**config.mk**
```make
export PLATFORM = sky130hd
export DESIGN_NAME = mps_cell
export DESIGN_NICKNAME = d
export VERILOG_FILES = /design/src/rtl/mps_pkg.sv /design/src/rtl/mps_cell.sv
export VERILOG_INCLUDE_DIRS = /design/src /design/src/rtl
export SDC_FILE = /design/constraint.sdc
export NUM_CORES = 1
export LEC_CHECK = 0
export BUFFER_PORTS_ARGS = -buffer_cell sky130_fd_sc_hd__buf_2
export CORE_ASPECT_RATIO = 0.75
export CORE_MARGIN = 5
export CORE_UTILIZATION = 46
export DETAILED_ROUTE_END_ITERATION = 8
export PLACE_DENSITY = 0.63
export REMOVE_ABC_BUFFERS = 1
export SLEW_MARGIN = 20
export SYNTH_ARGS = -nofsm -noshare
export SYNTH_HDL_FRONTEND = slang
export SYNTH_SLANG_ARGS = --single-unit
```
**constraint.sdc**
```tcl
create_clock -name clk -period 5.1 [get_ports clk]
set_input_delay 1.53 -clock clk [delete_from_list [all_inputs] [get_ports clk]]
set_output_delay 1.53 -clock clk [all_outputs]
set_load 0.05 [all_outputs]
```
**src/rtl/multichannel_pwm_scheduler_assert.svh**
```systemverilog
// Assertion macros shared by the scheduler RTL.
`ifndef MULTICHANNEL_PWM_SCHEDULER_ASSERT_SVH
`define MULTICHANNEL_PWM_SCHEDULER_ASSERT_SVH

// Consequent must hold in the same cycle as the antecedent.
`define MPS_ASSERT_SAME(lbl, ante, cons, msg) \
	lbl: assert property (@(posedge clk) disable iff (!arst_n) (ante) |-> (cons)) \
		else $error(msg);

// Consequent must hold in the cycle after the antecedent.
`define MPS_ASSERT_NEXT(lbl, ante, cons, msg) \
	lbl: assert property (@(posedge clk) disable iff (!arst_n) (ante) |=> (cons)) \
		else $error(msg);

`endif

```
**src/rtl/mps_pkg.sv**
```systemverilog
// ----------------------------------------------------------------------------
// mps_pkg
// Shared types and constants of the multichannel PWM scheduler.
// ----------------------------------------------------------------------------
package mps_pkg;

	localparam int          CHANNELS_DEF     = 32;
	localparam int          CATCHUP_MAX_DEF  = 4;
	localparam int          DEFAULT_HALF_DEF = 40000;
	localparam logic [30:0] MAX_WAIT_RESET   = 31'd20000000;

	typedef enum logic [1:0] {
		REQ_TICK    = 2'd0,
		REQ_WRITE   = 2'd1,
		REQ_RESTART = 2'd2,
		REQ_NONE    = 2'd3
	} mps_req_t;

	typedef struct packed {
		logic [1:0]  req_type;
		logic [31:0] now;
		logic [4:0]  channel;
		logic [31:0] period;
		logic [31:0] high_time;
		logic [31:0] enable_bits;
	} mps_in_t;

	typedef struct packed {
		logic [31:0] pin_levels;
		logic        pins_changed;
		logic [31:0] next_event;
		logic        lagging;
		logic [31:0] enable_readback;
	} mps_out_t;

	// Broadcast from the sequencer to every cell.
	typedef struct packed {
		logic restart;
		logic write;
		logic start;
		logic step;
		logic commit;
	} mps_cmd_t;

	// Per-cell tick outcome.
	typedef struct packed {
		logic set;
		logic clr;
		logic lag;
	} mps_flags_t;

endpackage

```
**src/rtl/mps_cell.sv**
```systemverilog
// ----------------------------------------------------------------------------
// mps_cell
// One PWM channel: timings, edge time, level, one catch-up step per cycle
// and one stage of the next-event minimum chain.
// ----------------------------------------------------------------------------
`include "multichannel_pwm_scheduler_assert.svh"

module mps_cell #(
	parameter int DEFAULT_HALF = mps_pkg::DEFAULT_HALF_DEF
) (
	input  logic                clk,
	input  logic                arst_n,
	input  mps_pkg::mps_cmd_t   cmd,
	input  logic                en,
	input  logic                wr_hit,
	input  logic [31:0]         wr_high,
	input  logic [31:0]         wr_low,
	input  logic [31:0]         now,
	input  logic [31:0]         min_in,
	output logic [31:0]         min_out,
	output mps_pkg::mps_flags_t flags
);

	localparam logic [31:0] HALF = 32'(DEFAULT_HALF);

	logic [31:0] stored_high_q, stored_low_q, run_high_q, run_low_q, edge_q;
	logic [31:0] d_q, min_q;
	logic        level_q, set_q, clr_q;

	always_ff @(posedge clk or negedge arst_n) begin
		if (!arst_n) begin
			stored_high_q <= HALF;
			stored_low_q  <= HALF;
			run_high_q    <= HALF;
			run_low_q     <= HALF;
			edge_q        <= '0;
			level_q       <= 1'b0;
			set_q         <= 1'b0;
			clr_q         <= 1'b0;
		end else begin
			if (cmd.write && wr_hit) begin
				stored_high_q <= wr_high;
				stored_low_q  <= wr_low;
			end
			if (cmd.restart) begin
				level_q <= 1'b0;
				if (en) begin
					run_high_q <= stored_high_q;
					run_low_q  <= stored_low_q;
					edge_q     <= now;
				end
			end
			if (cmd.start) begin
				set_q <= 1'b0;
				clr_q <= 1'b0;
			end
			// toggle while the edge is still behind now
			if (cmd.step && en && d_q[31]) begin
				level_q <= ~level_q;
				if (level_q) begin
					clr_q <= 1'b1;
				end else begin
					set_q <= 1'b1;
				end
			end
			if (cmd.commit && en) begin
				edge_q <= now + d_q;
			end
		end
	end

	// distance to edge; disabled cells park at all ones so they never win the minimum
	always_ff @(posedge clk) begin
		if (cmd.start) begin
			d_q <= en ? (edge_q - now) : '1;
		end else if (cmd.step && en && d_q[31]) begin
			d_q <= d_q + (level_q ? run_low_q : run_high_q);
		end
		min_q <= (d_q <= min_in) ? d_q : min_in;
	end

	assign min_out   = min_q;
	assign flags.set = set_q;
	assign flags.clr = clr_q;
	assign flags.lag = en & d_q[31];

	`MPS_ASSERT_NEXT(a_step_marks, cmd.step && en && d_q[31], set_q || clr_q,
		"catch-up toggle left no set or clear mark")
	`MPS_ASSERT_NEXT(a_restart_low, cmd.restart, !level_q,
		"restart did not clear the channel level")

endmodule

```
Yosys cells after proc, flatten, opt, wreduce, memory -nomap -nowiden
Index checks and enable logic that the tools add are counted.

cells by class
  multiply operators = 0
  multiplexer cells = 16
  equal/unequal tests = 0
  shift-type cells = 0
  reductions and logical operators = 10
  add/subtract/negate cells = 3
  order comparisons = 1
  bitwise operators = 2
  div/mod/pow operators = 0

operators by type and width
  operator                         number
  32-bit two-way mux               8
  32-bit adder                     2
  32-bit less-or-equal comparator  1
  32-bit subtractor                1
  1-bit two-way mux                8
  2-bit nonzero test               4
  1-bit logical AND                4
  2-bit AND reduction              2
  1-bit AND                        1
  1-bit NOT                        1

word-level totals
  output and inout bits = 35
  register bits = 227
  memories kept = 0
  input port bits = 137
  memory bits (writable) = 0
  ROM bits = 0
  latch bits = 0
  word-level logic and storage cells = 42

Longest topological paths before layout
Gate-level depths: netlist of run 1.

  depth in word-level cells = 4
  gate-level depth with buffers = 14
  depth with buffers taken out = 13

Worst setup path before layout of run 1
Ideal clock, no wire load.

  path kind = in2reg
  from = input now[0]
  to = register edge_q[24]
  setup time = 0.083 ns
  path buffers = 0
  stages = 12
  required time = 5.017 ns
  data arrival time = 3.935 ns
  slack = 1.082 ns
  path through = ha_1 > fa_1 > a21o_1 > a21oi_1 > o21ai_0 > a311oi_1 > nor2_1 > a221o_1 > a21oi_2 > o21bai_1 > xnor2_1 > o21ai_0

on the way
  longest elaborated chain between the ends = 2

RTL lines
  item                  RTL line        RTL
  from (decl)           mps_cell.sv:18  input logic [31:0] now,
  32-bit adder          mps_cell.sv:67  edge_q <= now + d_q;
  32-bit two-way mux    mps_cell.sv:66  if (cmd.commit && en) begin
  to (signal assigned)  mps_cell.sv:50  edge_q <= now;
  to (signal assigned)  mps_cell.sv:67
  to (decl)             mps_cell.sv:26  logic [31:0] stored_high_q, stored_low_q, run_high_q, run_low_q, edge_q;

No other way between the ends.
A chain may end at the register's enable or synchronous reset.

Final worst setup path of run 1
  from = input now[0]
  to = register edge_q[28]

The elaborated chain is that of the path after synthesis.

==> flow_summary_export.csv, run 1 <==
group,metric,value,unit
outcome,outcome,"complete, no violations",
grt,grt_pass1_vias,11088,
power,p_leak,7.70,nW
die,core.rowCount,56,
synth,yosysWarningCount,0,
clock_tree,clk_pin_slew,60,ps
clock_tree,cts_buffer_depth,3,
placed_design,dpl.hpwl,29600,um
worst_setup_path,cp-startpoint,"now[0]",
synth,synth_common_cells,"mux2_2, dfrtp_1, ha_1, a21oi_1, inv_1",
synth,syn_inst,1402,
timing,worst_pin_slew,816,ps
power,swShare,43.5,%
worst_setup_path,r2r-start,"level_q",
clock_tree,postCtsHoldBufs,0,
synth,ys_ff_latch,227,
drt,drc,0,
synth,synth_area,14600,sq um
clock_tree,cts_resized,0,
synth,synth_top_area_share,24.6,%
cells_and_area,final_layout_size_suffix_gt1_share,29.1,%
cells_and_area,num-nets-final,1829,
drt,vias,11173,
worst_setup_path,r2r_cells,12,
timing,tns,0,ps
power,p_switching,4.79,mW
timing,period_minus_slack,4260,ps
timing,fmax,235,MHz
timing,final_max_slew_viol_count,0,
synth,synth.distinct_cells,78,
worst_setup_path,r2r-end,"d_q[31]",
grt,antenna_found_initial,0,
synth,async_flop_share,71.8,%
synth,synth_edf_count,32,
synth,synth_area_leaders,"dfrtp_1, mux2_2, ha_1",
power,vdd.ir_drop.worst,0.000406,V
die,die_area,35300,sq um
drt,wl,38300,um
timing,final-hold-violation-count,0,
hold_path,hold_path.class,"reg2reg",
synth,synth_ff_type,"dfrtp_1",
die,die_h,164,um
worst_setup_path,cp-end-kind,"register",
power,seqPwrFrac,27.6,%
grt,grt.overflow.total,0,
timing,min_period_over_period,83.5,%
die,die_w,215,um
power,clock_power_share,17.0,%
synth,yosysMostFrequentCell,"mux2_2",
synth,synth_seq_area_share,39.2,%
clock_tree,cts_tree,"built",
clock_tree,cts-root-buf,"clkbuf_16",
cells_and_area,area_delta_synth_final,14.8,%
drt,vias_per_cell,5.62,
drt,wl_per_cell,19.2,um
worst_setup_path,required,5500,ps
timing,fin_skew,18.7,ps
grt,grtUsageTotal,21.3,%
synth,avgSynthCellArea,10.4,sq um
worst_setup_path,critPathArrivalTime,4660,ps
power,power.density,659,nW/um^2
cells_and_area,seqCellArea,5710,sq um
placed_design,gp_congestion,0.881,
synth,synth_largest_area_cell,"dfrtp_1",
worst_setup_path,critPathLaunchType,"input pin",
worst_setup_path,crit_end,"edge_q[28]",
power,combPwrFrac,55.4,%
timing,rsz0062_at_grt,"no",
job,maxCapViolations,0,
clock_tree,post_cts_buffers,0,
placed_design,port-buffer-count,171,
clock_tree,clk_latency,540,ps
grt,grt_max_degree,95,
drt,ant_nets,0,
clock_tree,cts.sinks,227,
worst_setup_path,r2r_slack,1130,ps
cells_and_area,fin_util,53.4,%
cells_and_area,fill_cells,2858,
worst_setup_path,path_class,"in2reg",
timing,setup_viol,0,
grt,grt_pass1_wl,60300,um
power,p_int,6.22,mW
die,core,31300,sq um
die,io_pins,172,
die,floorplan.initialDensity,46.6,%
clock_tree,cts_made_buffers,24,
timing,relSlewSlack,45.5,%
clock_tree,htree_num_levels,1,
worst_setup_path,critPathMaxFanout,3,
drt,drtPass1Iterations,5,
cells_and_area,multi_input_area,8340,sq um
drt,drt_iter0_drc,743,
cells_and_area,diodes,0,
## worst max-delay path: stages
cell,delay [ps]
buf_2,120
ha_1,230
fa_1,410
a21o_1,220
a21oi_1,300
o21ai_0,240
a311oi_1,510
nor2_1,150
a221o_1,360
a21oi_2,230
o41ai_1,110
xnor2_1,150
o21ai_0,90
## through the flow
stage	cells	hold WS, ps	worst slack [ps]	total power [mW]	area, sq um
finish	1988	497	843	11.0	16700
global route	1988	511	650	11.9	16700
CTS	1988	494	872	11.1	16700
detailed placement	1944	490	316	9.14	15900
global placement	1944	481	399	9.06	15900
floorplan	1354	474	687	7.60	14300
## registers in the layout (all words and copies together), names as in the netlist
name           flops
run_high_q        32
d_q               32
stored_low_q      32
run_low_q         32
min_out           32
stored_high_q     32
clr_q              1
edge_q            32
set_q              1
level_q            1
## logic make-up after synthesis
group                      share of synthesized area (%)
AOI/OAI and AO/OA                                   17.0
xor gates and xnor gates                            5.12
adders and majority gates                           11.2
buffers and inverters                               3.65
DFF                                                 39.2
muxes                                               16.4
and+or+nand+nor                                     7.45
## layer usage
metal	vias to the layer above	routed length [um]	GRT usage, %
li1	5452	-	-
met1	5376	17900	29.6
met2	291	17600	35.1
met3	54	2020	3.98
met4	0	790	4.36
met5	-	0	0
## final cells by class
type / count / area share, %
clock buffer: 33 / 4.29
clock inverter: 11 / 0.749
inverter: 86 / 1.93
multi-input combinational: 1041 / 49.9
sequential: 227 / 34.2
tap: 406 / 3.04
timing repair buffer: 184 / 5.90
## cells in the final DEF, fill, tap and decap left out, types with 6 or more instances in the layout
| cell type | instances |
|---|---|
| mux2i_1 | 24 |
| a31oi_1 | 14 |
| a211oi_1 | 10 |
| a2bb2oi_1 | 7 |
| inv_1 | 85 |
| o21a_1 | 14 |
| buf_2 | 170 |
| o21ai_0 | 79 |
| nor2_1 | 66 |
| clkbuf_16 | 26 |
| mux2_2 | 191 |
| edfxtp_1 | 32 |
| o21bai_1 | 12 |
| buf_4 | 11 |
| xnor2_1 | 47 |
| nand2b_1 | 6 |
| dfrtp_1 | 143 |
| o31ai_1 | 6 |
| o22a_1 | 6 |
| o22ai_1 | 10 |
| xor2_1 | 38 |
| ha_1 | 125 |
| nand3_1 | 18 |
| a21oi_1 | 110 |
| nand4_1 | 14 |
| o211ai_1 | 6 |
| nor3_1 | 10 |
| nand2_1 | 77 |
| a21o_1 | 54 |
| nor2b_1 | 13 |
| dfstp_2 | 20 |
| and3_1 | 8 |
| and2_1 | 6 |
| dfxtp_1 | 32 |
## power groups by stage
stage	combinational [mW]	clock, mW	sequential [mW]
6_report	6.10	1.87	3.04
2_1_floorplan	4.27	0	3.32
3_3_place_gp	5.99	0	3.07
4_1_cts	6.10	1.91	3.05
3_5_place_dp	6.06	0	3.08
5_1_grt	6.76	1.99	3.10
## how the worst min path moves through the flow
| stage | start | to | slack (ps) | cells after the start |
|---|---|---|---|---|
| 5_1_grt | stored_high_q[14] | stored_high_q[14] | 510 | 1 |
| 2_1_floorplan | run_low_q[0] | run_low_q[0] | 470 | 1 |
| 6_report | stored_high_q[17] | run_high_q[17] | 500 | 1 |
| 3_3_place_gp | run_low_q[26] | run_low_q[26] | 480 | 1 |
| 4_1_cts | stored_high_q[17] | run_high_q[17] | 490 | 1 |
| 3_5_place_dp | run_low_q[3] | run_low_q[3] | 490 | 1 |
No activity file was read; power rests on OpenSTA's default activity.
==> run 2: changes to the inputs <==
==> constraint.sdc (replaced) <==
create_clock -name clk -period 4.4 [get_ports clk]
set_input_delay 1.32 -clock clk [delete_from_list [all_inputs] [get_ports clk]]
set_output_delay 1.32 -clock clk [all_outputs]
set_load 0.05 [all_outputs]
==> flow_summary_export.csv, run 2 (synthesized netlist as in run 1, its figures left out) <==
group,metric,value,unit
worst_setup_path,path_class,"in2reg",
cells_and_area,area_delta_synth_final,15.9,%
cells_and_area,final_common_cell,"mux2_2",
cells_and_area,multi_input_area,8340,sq um
drt,wl_per_cell,19.2,um
grt,grt_pass1_wl,61500,um
clock_tree,postCtsHoldBufs,0,
timing,rsz0062_at_grt,"no",
die,core,31300,sq um
die,die_area,35300,sq um
worst_setup_path,critPathMaxFanout,5,
worst_setup_path,cp-end-kind,"register",
clock_tree,post_cts_buffers,0,
drt,drt_iter0_drc,702,
hold_path,min_from,"stored_low_q[13]",
power,p_leak,7.79,nW
drt,wl,38400,um
grt,antenna_found_initial,0,
die,core.rowCount,56,
hold_path,holdPathStages,1,
die,die_h,164,um
clock_tree,cts-root-buf,"clkbuf_16",
drt,dr_wl_met2,17600,um
die,floorplan.initialDensity,46.6,%
die,die_w,215,um
grt,grt_pass1_vias,11369,
worst_setup_path,r2r_slack,490,ps
worst_setup_path,r2r-start,"level_q",
timing,final_max_slew_viol_count,0,
cells_and_area,diodes,0,
clock_tree,htree_num_levels,1,
worst_setup_path,slowest_delay,630,ps
placed_design,port-buffer-count,171,
drt,vias,11189,
cells_and_area,fill_cells,2813,
clock_tree,cts_resized,0,
clock_tree,clk_pin_slew,70,ps
drt,drc,0,
placed_design,gp_congestion,0.886,
timing,worst_pin_slew,901,ps
drt,vias_per_cell,5.60,
clock_tree,cts.sinks,227,
timing,fin_ws,414,ps
placed_design,place_ws,-1.25,ps
clock_tree,clk_latency,540,ps
cells_and_area,final_layout_size_suffix_gt1_share,29.7,%
die,io_pins,172,
hold_path,hold_path.class,"reg2reg",
worst_setup_path,r2r-end,"d_q[28]",
worst_setup_path,r2r_cells,14,
timing,fin_hold_ws,499,ps
timing,fmax,251,MHz
timing,relSlewSlack,39.9,%
timing,final-hold-violation-count,0,
drt,ant_nets,0,
power,power,12.9,mW
power,power.density,767,nW/um^2
clock_tree,cts_buffer_depth,3,
clock_tree,cts_tree,"built",
timing,setup_viol,0,
worst_setup_path,required,4680,ps
drt,drt-met1-wl,17900,um
drt,highest_layer,"met4",
cells_and_area,seqCellArea,5710,sq um
grt,grt_max_degree,95,
worst_setup_path,critPathArrivalTime,4260,ps
placed_design,dpl.hpwl,29600,um
hold_path,hold_end,"run_low_q[13]",
outcome,outcome,"complete, no violations",
timing,fin_skew,18.9,ps
timing,min_period_over_period,90.6,%
worst_setup_path,critPathLaunchType,"input pin",
job,maxCapViolations,0,
cells_and_area,num-nets-final,1840,
drt,drtPass1Iterations,5,
power,vdd.ir_drop.worst,0.000464,V
cells_and_area,mostFrequentLayoutCells,"mux2_2, buf_2, dfrtp_1, ha_1, a21oi_1",
grt,grtUsageTotal,21.6,%
timing,period_minus_slack,3990,ps
worst_setup_path,cpMaxStageDelayCell,"a2111oi_0",
drt,met3_length,1980,um
cells_and_area,fin_util,54.0,%
worst_setup_path,worstPathCellList,"buf_2, inv_1, ha_1, nor2b_1, o21a_1, o21ai_2, a211oi_1, a2111oi_0, nor2_1, a221o_1, a31oi_1, xnor2_1, a2bb2oi_1",
clock_tree,cts_made_buffers,25,
grt,grt.overflow.total,0,
[run 2: cell types whose count changed in the layout (fill, tap and decap cells not counted)]
cell and change:
buf_4 +7, buf_12 +3, bufinv_16 +2, inv_6 +2
clkbuf_8 -1, clkinv_1 -1, clkinv_2 +1, clkinv_4 -1
clkinvlp_4 -1
[run 2: final cells by class]
| cell class | instances | share of cell area [%] |
|---|---|---|
| inverter | 86 | 1.91 |
| clock inverter | 13 | 1.11 |
| timing repair buffer | 194 | 6.51 |
| sequential | 227 | 33.8 |
| multi-input combinational | 1041 | 49.4 |
| clock buffer | 32 | 4.17 |
| tap | 406 | 3.01 |
[run 2: per-layer routing]
layer | up-vias | global-route usage, %
met5 | - | 0
met4 | 0 | 5.18
met3 | 52 | 3.65
met2 | 272 | 34.9
met1 | 5401 | 30.5
li1 | 5464 | -
[run 2: worst max-delay path by stage]
stage | slack (ps) | end | startpoint
3_3_place_gp | 90 | d_q[30] | now[0]
4_1_cts | 490 | d_q[28] | level_q
3_5_place_dp | -1 | edge_q[24] | now[0]
6_report | 410 | d_q[27] | now[1]
2_1_floorplan | 200 | min_out[0] | min_in[25]
5_1_grt | 240 | d_q[28] | level_q
[run 2: worst max-delay path: cells and delay by family]
family / cells / cell delay, ps
XOR/XNOR: 1 / 100
adder cells (fa/ha/maj): 1 / 270
buffers and inverters: 2 / 220
AO/OA/AOI/OAI: 7 / 1990
AND/OR/NAND/NOR: 2 / 330
[run 2: power by group]
part | switching (mW) | internal, mW | total, mW | leakage (nW)
registers | 0.573 | 2.95 | 3.52 | 2.48
logic | 4.09 | 3.05 | 7.13 | 4.88
clock network | 0.906 | 1.38 | 2.28 | 0.440
total | 5.57 | 7.37 | 12.9 | 7.79
[run 2: stage by stage]
step | setup TNS [ps] | area [sq um] | std cells
6_report | 0 | 16900 | 1999
3_5_place_dp | -1.25 | 16000 | 1954
3_3_place_gp | 0 | 16000 | 1954
5_1_grt | 0 | 16900 | 1999
2_1_floorplan | 0 | 14300 | 1354
4_1_cts | 0 | 16900 | 1999
